### src/filter_handler_lookup_table_unit_macros.svh
// Assertion macros for the filter handler lookup table unit.
// Depends on clk_i and rst_ni being present in the module that asserts.
`ifndef FILTER_HANDLER_LOOKUP_TABLE_UNIT_MACROS_SVH
`define FILTER_HANDLER_LOOKUP_TABLE_UNIT_MACROS_SVH

// Check a property on every rising clock edge outside reset.
`define FHLUT_ASSERT(lbl, prop, msg) \
  lbl: assert property (@(posedge clk_i) disable iff (!rst_ni) (prop)) \
    else $error(msg);

// Check that a condition implies a consequence in the same cycle.
`define FHLUT_ASSERT_IMP(lbl, ante, cons, msg) \
  `FHLUT_ASSERT(lbl, (ante) |-> (cons), msg)

// Check that a condition implies a consequence in the next cycle.
`define FHLUT_ASSERT_NXT(lbl, ante, cons, msg) \
  `FHLUT_ASSERT(lbl, (ante) |=> (cons), msg)

`endif

### src/fhlut_pkg.sv
// Package for the filter handler lookup table unit.
// Holds table sizing, request and status codes and the entry layout; no dependencies.
package fhlut_pkg;

  localparam int unsigned TABLE_ENTRIES = 16;
  localparam int unsigned IDX_W         = $clog2(TABLE_ENTRIES);
  localparam int unsigned ID_W          = 8;
  localparam int unsigned REQ_W         = 2;
  localparam int unsigned ENTRY_W       = 3 * ID_W;

  localparam logic [REQ_W-1:0] REQ_ADD    = 2'd0;
  localparam logic [REQ_W-1:0] REQ_DEL    = 2'd1;
  localparam logic [REQ_W-1:0] REQ_LOOKUP = 2'd2;

  typedef enum logic [1:0] {
    ST_OK   = 2'd0,
    ST_DUP  = 2'd1,
    ST_FULL = 2'd2,
    ST_MISS = 2'd3
  } status_e;

  typedef struct packed {
    logic [ID_W-1:0] hnd;
    logic [ID_W-1:0] filt;
    logic [ID_W-1:0] chan;
  } entry_t;

endpackage

### src/fhlut_ram.sv
// Generic single-write, single-read RAM with a registered read port.
// Standalone; used for the key and handler store of the lookup table.
module fhlut_ram #(
  parameter  int unsigned Width = 8,
  parameter  int unsigned Depth = 16,
  localparam int unsigned AddrW = $clog2(Depth)
) (
  input  logic             clk_i,
  input  logic             we_i,
  input  logic [AddrW-1:0] waddr_i,
  input  logic [Width-1:0] wdata_i,
  input  logic [AddrW-1:0] raddr_i,
  output logic [Width-1:0] rdata_o
);

  logic [Width-1:0] mem_q [Depth];
  logic [Width-1:0] rdata_q;

  always_ff @(posedge clk_i) begin
    if (we_i) begin
      mem_q[waddr_i] <= wdata_i;
    end
    rdata_q <= mem_q[raddr_i];
  end

  assign rdata_o = rdata_q;

endmodule

### src/filter_handler_lookup_table_unit.sv
// Filter handler lookup table: maps (channel, filter) keys to handler numbers.
// Each request scans every entry through the RAM read port, then S_DRAIN and S_DONE;
// S_DONE waits for a free output register; new requests are taken only in S_IDLE.
// A finished result waits in the output register while the next request is taken.
// Reset (rst_ni low, asynchronous) clears all valid bits at once; no clearing pass.
// Depends on fhlut_pkg, fhlut_ram and the unit's assertion macros.
`include "filter_handler_lookup_table_unit_macros.svh"

module filter_handler_lookup_table_unit (
  input  logic                          clk_i,
  input  logic                          rst_ni,
  input  logic                          s_axis_tvalid,
  output logic                          s_axis_tready,
  // [7:0] channel_id, [15:8] filter_id, [23:16] handler_id
  input  logic [fhlut_pkg::ENTRY_W-1:0] s_axis_tdata,
  // [1:0] req_type
  input  logic [fhlut_pkg::REQ_W-1:0]   s_axis_tuser,
  output logic                          m_axis_tvalid,
  input  logic                          m_axis_tready,
  // [7:0] handler_out
  output logic [fhlut_pkg::ID_W-1:0]    m_axis_tdata,
  // [0] found, [2:1] status
  output logic [2:0]                    m_axis_tuser
);

  import fhlut_pkg::*;

  typedef enum logic [1:0] {
    S_IDLE,
    S_SCAN,
    S_DRAIN,
    S_DONE
  } state_e;

  state_e             state_q;
  logic [REQ_W-1:0]   req_q;
  logic [ID_W-1:0]    chan_q;
  logic [ID_W-1:0]    filt_q;
  logic [ID_W-1:0]    hnd_q;
  logic [IDX_W-1:0]   idx_q;
  logic               cmp_vld_q;
  logic [IDX_W-1:0]   cmp_idx_q;
  logic               hit_q;
  logic [IDX_W-1:0]   hit_idx_q;
  logic [ID_W-1:0]    hit_hnd_q;
  logic               free_q;
  logic [IDX_W-1:0]   free_idx_q;
  logic [TABLE_ENTRIES-1:0] valid_q;
  logic               out_vld_q;
  logic [ID_W-1:0]    out_hnd_q;
  logic               out_found_q;
  status_e            out_status_q;

  logic [ENTRY_W-1:0] ram_rdata;
  entry_t             rd_entry;
  entry_t             wr_entry;
  logic               ram_we;
  logic               key_match;
  logic               is_free;
  logic               out_free;
  logic               done_go;
  logic               res_found;
  logic [ID_W-1:0]    res_hnd;
  status_e            res_status;

  assign rd_entry  = entry_t'(ram_rdata);
  assign wr_entry  = '{hnd: hnd_q, filt: filt_q, chan: chan_q};
  assign key_match = cmp_vld_q && valid_q[cmp_idx_q]
                     && (rd_entry.chan == chan_q) && (rd_entry.filt == filt_q);
  assign is_free   = cmp_vld_q && !valid_q[cmp_idx_q];
  assign out_free  = !out_vld_q || m_axis_tready;
  assign done_go   = (state_q == S_DONE) && out_free;
  assign ram_we    = done_go && (req_q == REQ_ADD) && !hit_q && free_q;

  fhlut_ram #(
    .Width(ENTRY_W),
    .Depth(TABLE_ENTRIES)
  ) u_ram (
    .clk_i  (clk_i),
    .we_i   (ram_we),
    .waddr_i(free_idx_q),
    .wdata_i(wr_entry),
    .raddr_i(idx_q),
    .rdata_o(ram_rdata)
  );

  always_comb begin
    res_found  = 1'b0;
    res_hnd    = '0;
    res_status = ST_OK;
    case (req_q)
      REQ_ADD: begin
        res_found  = hit_q;
        res_status = hit_q ? ST_DUP : (free_q ? ST_OK : ST_FULL);
      end
      REQ_DEL: begin
        res_found  = hit_q;
        res_status = hit_q ? ST_OK : ST_MISS;
      end
      REQ_LOOKUP: begin
        res_found = hit_q;
        res_hnd   = hit_q ? hit_hnd_q : '0;
      end
      default: begin
        res_found = 1'b0;
      end
    endcase
  end

  always_ff @(posedge clk_i or negedge rst_ni) begin
    if (!rst_ni) begin
      state_q      <= S_IDLE;
      idx_q        <= '0;
      cmp_vld_q    <= 1'b0;
      hit_q        <= 1'b0;
      free_q       <= 1'b0;
      valid_q      <= '0;
      out_vld_q    <= 1'b0;
      out_found_q  <= 1'b0;
      out_status_q <= ST_OK;
    end else begin
      cmp_vld_q <= 1'b0;
      if (m_axis_tready) begin
        out_vld_q <= 1'b0;
      end
      if (key_match) begin
        hit_q     <= 1'b1;
        hit_idx_q <= cmp_idx_q;
        hit_hnd_q <= rd_entry.hnd;
      end
      if (is_free && !free_q) begin
        free_q     <= 1'b1;
        free_idx_q <= cmp_idx_q;
      end
      case (state_q)
        S_IDLE: begin
          if (s_axis_tvalid) begin
            req_q   <= s_axis_tuser;
            chan_q  <= s_axis_tdata[ID_W-1:0];
            filt_q  <= s_axis_tdata[2*ID_W-1:ID_W];
            hnd_q   <= s_axis_tdata[3*ID_W-1:2*ID_W];
            idx_q   <= '0;
            hit_q   <= 1'b0;
            free_q  <= 1'b0;
            state_q <= S_SCAN;
          end
        end
        S_SCAN: begin
          cmp_vld_q <= 1'b1;
          cmp_idx_q <= idx_q;
          if (idx_q == IDX_W'(TABLE_ENTRIES - 1)) begin
            state_q <= S_DRAIN;
          end else begin
            idx_q <= idx_q + 1'b1;
          end
        end
        S_DRAIN: begin
          state_q <= S_DONE;
        end
        S_DONE: begin
          if (out_free) begin
            out_vld_q    <= 1'b1;
            out_found_q  <= res_found;
            out_hnd_q    <= res_hnd;
            out_status_q <= res_status;
            state_q      <= S_IDLE;
            if (ram_we) begin
              valid_q[free_idx_q] <= 1'b1;
            end
            if ((req_q == REQ_DEL) && hit_q) begin
              valid_q[hit_idx_q] <= 1'b0;
            end
          end
        end
        default: begin
          state_q <= S_IDLE;
        end
      endcase
    end
  end

  assign s_axis_tready = (state_q == S_IDLE);
  assign m_axis_tvalid = out_vld_q;
  assign m_axis_tdata  = out_hnd_q;
  assign m_axis_tuser  = {out_status_q, out_found_q};

  `FHLUT_ASSERT_NXT(a_add_sets_valid, ram_we, valid_q[$past(free_idx_q)], "add left entry invalid")
  `FHLUT_ASSERT_IMP(a_hit_is_valid, (state_q == S_DONE) && hit_q, valid_q[hit_idx_q], "hit on invalid entry")
  `FHLUT_ASSERT_IMP(a_hnd_needs_found, m_axis_tvalid && (m_axis_tdata != '0), m_axis_tuser[0], "handler without match")
  `FHLUT_ASSERT_IMP(a_found_status, m_axis_tvalid && m_axis_tuser[0], (m_axis_tuser[2:1] != ST_FULL) && (m_axis_tuser[2:1] != ST_MISS), "match with miss status")

endmodule

### config.mk
export PLATFORM = sky130hd
export DESIGN_NAME = filter_handler_lookup_table_unit
export DESIGN_NICKNAME = d
export VERILOG_FILES = /design/src/fhlut_pkg.sv /design/src/fhlut_ram.sv /design/src/filter_handler_lookup_table_unit.sv
export VERILOG_INCLUDE_DIRS = /design/src /design/src/src
export SDC_FILE = /design/constraint.sdc
export NUM_CORES = 1
export LEC_CHECK = 0
export ABC_AREA = 1
export BUFFER_PORTS_ARGS = -buffer_cell sky130_fd_sc_hd__buf_2
export CAP_MARGIN = 20
export CORE_MARGIN = 2
export CORE_UTILIZATION = 47
export CTS_CLUSTER_DIAMETER = 60
export DETAILED_ROUTE_END_ITERATION = 10
export SLEW_MARGIN = 0
export SYNTH_ARGS = -nofsm -noshare
export SYNTH_HDL_FRONTEND = slang
export SYNTH_HIERARCHICAL = 1
export SYNTH_SLANG_ARGS = --single-unit
### constraint.sdc
create_clock -name clk_i -period 3.4 [get_ports clk_i]
set_input_delay 1.02 -clock clk_i [delete_from_list [all_inputs] [get_ports clk_i]]
set_output_delay 1.02 -clock clk_i [all_outputs]
set_load 0.005 [all_outputs]
==> results.sh <==
export IMPL_slew_limit_headroom_pct=32.12
export IMPL_global_routing_usage_summed_across_all_routing_layers_pct=22.26
export IMPL_cts_sinks=491
export IMPL_detail_route_wirelength_um=48920
export IMPL_use_met2_pct=36.03
export IMPL_dp_hpwl_um=29280
export IMPL_grt_start_max_net_pins=104
export IMPL_route_detailed_drc=0
export IMPL_postCtsSetupRepairBufs=0
export IMPL_yosys_cell_types_count=33
export IMPL_cts_root_buf="sky130_fd_sc_hd__clkbuf_16"
export IMPL_yosysWarnings=6
export IMPL_peakVddDrop_mv=0.4996
export IMPL_power_density_mw_per_mm2=679.1
export IMPL_setup_violations=0
export IMPL_clkSlewWorstSetupHoldPaths_ps=60
export IMPL_power_frac_seq_pct=45.9
export IMPL_vias=13481
export IMPL_holdPathStages=0
export IMPL_p_leak_nw=9.933
export IMPL_r2r_slack_ps=820
export IMPL_clock_tree_buffer_depth=3
export IMPL_first_global_vias=13169
export IMPL_fill_cells=3729
export IMPL_cp_max_fo=14
export IMPL_count_of_input_and_output_buffers=42
export IMPL_hold_start="u_ram/rdata_o[20]"
export IMPL_gr_usage_met3_pct=3.412
export IMPL_setup_tns_ps=0
export IMPL_synth_seq_cells=491
export IMPL_critical_path_endpoint_type="flip-flop"
export IMPL_outcome="finished, final reports clean"
export IMPL_timing_final_max_slew_violations=0
export IMPL_worst_slew_pin_slew_ps=1017
export IMPL_avgViaCountPerCell=5.053
export IMPL_worst_setup_path_type="reg2reg"
export IMPL_start_util_pct=47.81
export IMPL_timing_clock_skew_ps=16.15
export IMPL_gp_congestion=0.8702
export IMPL_unrepaired_setup_endpoints_after_global_routing="false"
export IMPL_grt_first_pass_wirelength_um=75350
export IMPL_grtUsageMet1_pct=30.91
export IMPL_final_min_clock_period_ps=2576
export IMPL_reg2reg_depth=8
export IMPL_p_r_area_growth_vs_syn_pct=13.20
export IMPL_first_iter_violations=1134
export IMPL_cts_buffers_inserted=51
export IMPL_cts_tree="done"
export IMPL_worstHoldEndpoint="hit_hnd_q[4]"
export IMPL_worst_hold_path_type="reg2reg"
export IMPL_fp_coreArea_mm2=0.04327
export IMPL_dieArea_mm2=0.04571
export IMPL_syn_inst=1979
export IMPL_cp_start_kind="flip-flop"
export IMPL_critical_path_reg2reg_endpoint="u_ram/mem_q[10][20]"
export IMPL_seq_area_frac_synth_pct=69.41
export IMPL_pwr_share_clk_pct=32.9
export IMPL_die_x_um=213.8
export IMPL_synthesis_area_mm2=0.02069
export IMPL_pin_count=43
export IMPL_drt_pass1_iter_count=8
export IMPL_reg2reg_from="state_q[1]"
export IMPL_arrival_ps=2880
export IMPL_timing_final_hold_violations=0
export IMPL_synth_fp_nets=2014
export IMPL_floorplan_die_height_um=213.8
export IMPL_switching_power_mw=4.919
export IMPL_mostFrequentLayoutCell="sky130_fd_sc_hd__nand2_1"
export IMPL_nNetsFinal=2078
export IMPL_routedWlPerCell_um=18.33
export IMPL_cts_repair_resized=0
export IMPL_pwr_share_comb_pct=21.2
export IMPL_route_antenna_remaining_nets=0
export IMPL_worstPathRequired_ps=3700
export IMPL_netSwitchingFraction_pct=30.93
export IMPL_ratio_of_cells_with_drive_above_1_in_the_final_layout_pct=9.174
export IMPL_routing_layer_with_the_top_usage_in_global_route="met2"
export IMPL_grt_antenna_before_repair=3
export IMPL_number_of_buffers_inserted_by_hold_repair_at_cts=0
export IMPL_gr_total_overflow=0
export IMPL_final_min_period_over_clock_period_pct=75.78
export IMPL_per_instance_average_area_after_synthesis_um2=10.45
export IMPL_floorplan_rows=76
export IMPL_htree_levels=2
export IMPL_clock_latency_ps=590
export IMPL_final_util_pct=54.12
export IMPL_highest_count_cells_in_the_layout_ignoring_fill_and_taps="sky130_fd_sc_hd__nand2_1 (587), sky130_fd_sc_hd__edfxtp_1 (438), sky130_fd_sc_hd__inv_1 (360)"
export IMPL_timing_max_cap_violations=0
export IMPL_fmax_mhz=388.1
export IMPL_internal_power_mw=10.98
-- Yosys cell counts (all sizes together) --
cell type  number  area [um2]
nand2         587        2203
edfxtp        438       13150
inv           363        1363
nand3         309        1551
buf            69       379.1
nor2           66       247.7
a21oi          31       166.4
dfrtp          29       725.7
dfxtp          24       480.5
clkbuf         12       45.04
o21ai          12       63.81
nor3           10       61.31
xnor2           7       61.31
ha              5       62.56
nand4           4       25.02
a22oi           3       22.52
nand3b          3       22.52
a21boi          1       7.510
and3            1       6.260
clkinv          1       3.750
mux2            1       11.26
nor3b           1       7.510
o31ai           1       7.510
xor2            1       8.760
-- worst max-delay path, cell delays in order, from the launching register on --
cell                       delay, ps
sky130_fd_sc_hd__dfrtp_1         380
sky130_fd_sc_hd__ha_1            150
sky130_fd_sc_hd__inv_1            70
sky130_fd_sc_hd__a21oi_4         140
sky130_fd_sc_hd__nand3_2         110
sky130_fd_sc_hd__nor3_4          380
sky130_fd_sc_hd__nand3b_1        400
sky130_fd_sc_hd__nor2_4          440
sky130_fd_sc_hd__buf_12          210
-- metal layers --
metal / vias to the layer above / wire length [um] / share of wire [%]
met5: - / 0 / 0
met4: 0 / 1307 / 2.7
met3: 92 / 2974 / 6.1
met2: 391 / 22960 / 47
met1: 6485 / 21680 / 44
li1: 6513 / - / -
-- layout make-up --
class                   instances  area [um2]  share of cell area, %
flip-flops and latches        491       14370                  61.35
multi-input cells            1043        4664                  19.92
inverters                     364        1373                  5.861
clock buffers                  63        1364                  5.824
well taps                     585       732.0                  3.126
repair buffers                 92       723.2                  3.088
clock inverters                29       191.4                 0.8175
diodes                          1       2.502                0.01069
-- worst max-delay path by stage --
stage | startpoint | to | slack (ps)
floorplan | m_axis_tready | u_ram/mem_q[12][0] | 100
global placement | m_axis_tready | u_ram/mem_q[10][16] | 260
detailed placement | m_axis_tready | u_ram/mem_q[11][2] | 260
CTS | state_q[1] | u_ram/mem_q[12][4] | 820
global route | state_q[1] | u_ram/mem_q[10][5] | 620
finish | state_q[1] | u_ram/mem_q[10][20] | 820
-- metrics by stage --
| stage | setup WS, ps | area [um2] | total power, mW | hold WS (ps) | cells |
|---|---|---|---|---|---|
| after CTS | 823.2 | 23420 | 16.03 | 402.4 | 2667 |
| after global placement | 257.1 | 21860 | 10.75 | 388.5 | 2575 |
| final | 823.5 | 23420 | 15.90 | 402.4 | 2668 |
| after detailed placement | 257.2 | 21860 | 10.80 | 388.7 | 2575 |
| after global routing | 624.3 | 23420 | 16.66 | 406.1 | 2667 |
| after floorplan | 98.19 | 20690 | 9.617 | 385.5 | 1979 |
-- sequential cells by signal, indices dropped and copies added, names as in the netlist --
signal,cells
u_ram/rdata_o,24
cmp_idx_q,4
hit_q,1
out_found_q,1
hit_hnd_q,8
out_status_q,2
cmp_vld_q,1
valid_q,16
m_axis_tvalid,1
filt_q,8
state_q,2
hit_idx_q,4
u_ram/mem_q,384
m_axis_tdata,8
idx_q,4
req_q,2
free_idx_q,4
hnd_q,8
chan_q,8
free_q,1
-- power by group through the flow --
stage | clock network (mW) | logic, mW | registers (mW)
finish | 5.24 | 3.37 | 7.30
global route | 5.56 | 3.77 | 7.34
CTS | 5.34 | 3.39 | 7.30
detailed placement | 0 | 3.38 | 7.43
global placement | 0 | 3.33 | 7.42
floorplan | 0 | 2.33 | 7.29
-- cells by family (layout without fill, tap and decap cells) --
family | Yosys count | in the layout | synth area share, %
other | 0 | 1 | 0
muxes | 1 | 1 | 0.05443
buffers and inverters | 445 | 548 | 8.655
xor gates and xnor gates | 8 | 8 | 0.3387
AOI/OAI and AO/OA | 48 | 48 | 1.294
DFF | 491 | 491 | 69.41
and+or+nand+nor | 981 | 981 | 19.94
adders and majority gates | 5 | 5 | 0.3024
Note: power is estimated with default switching activity, not from simulation.
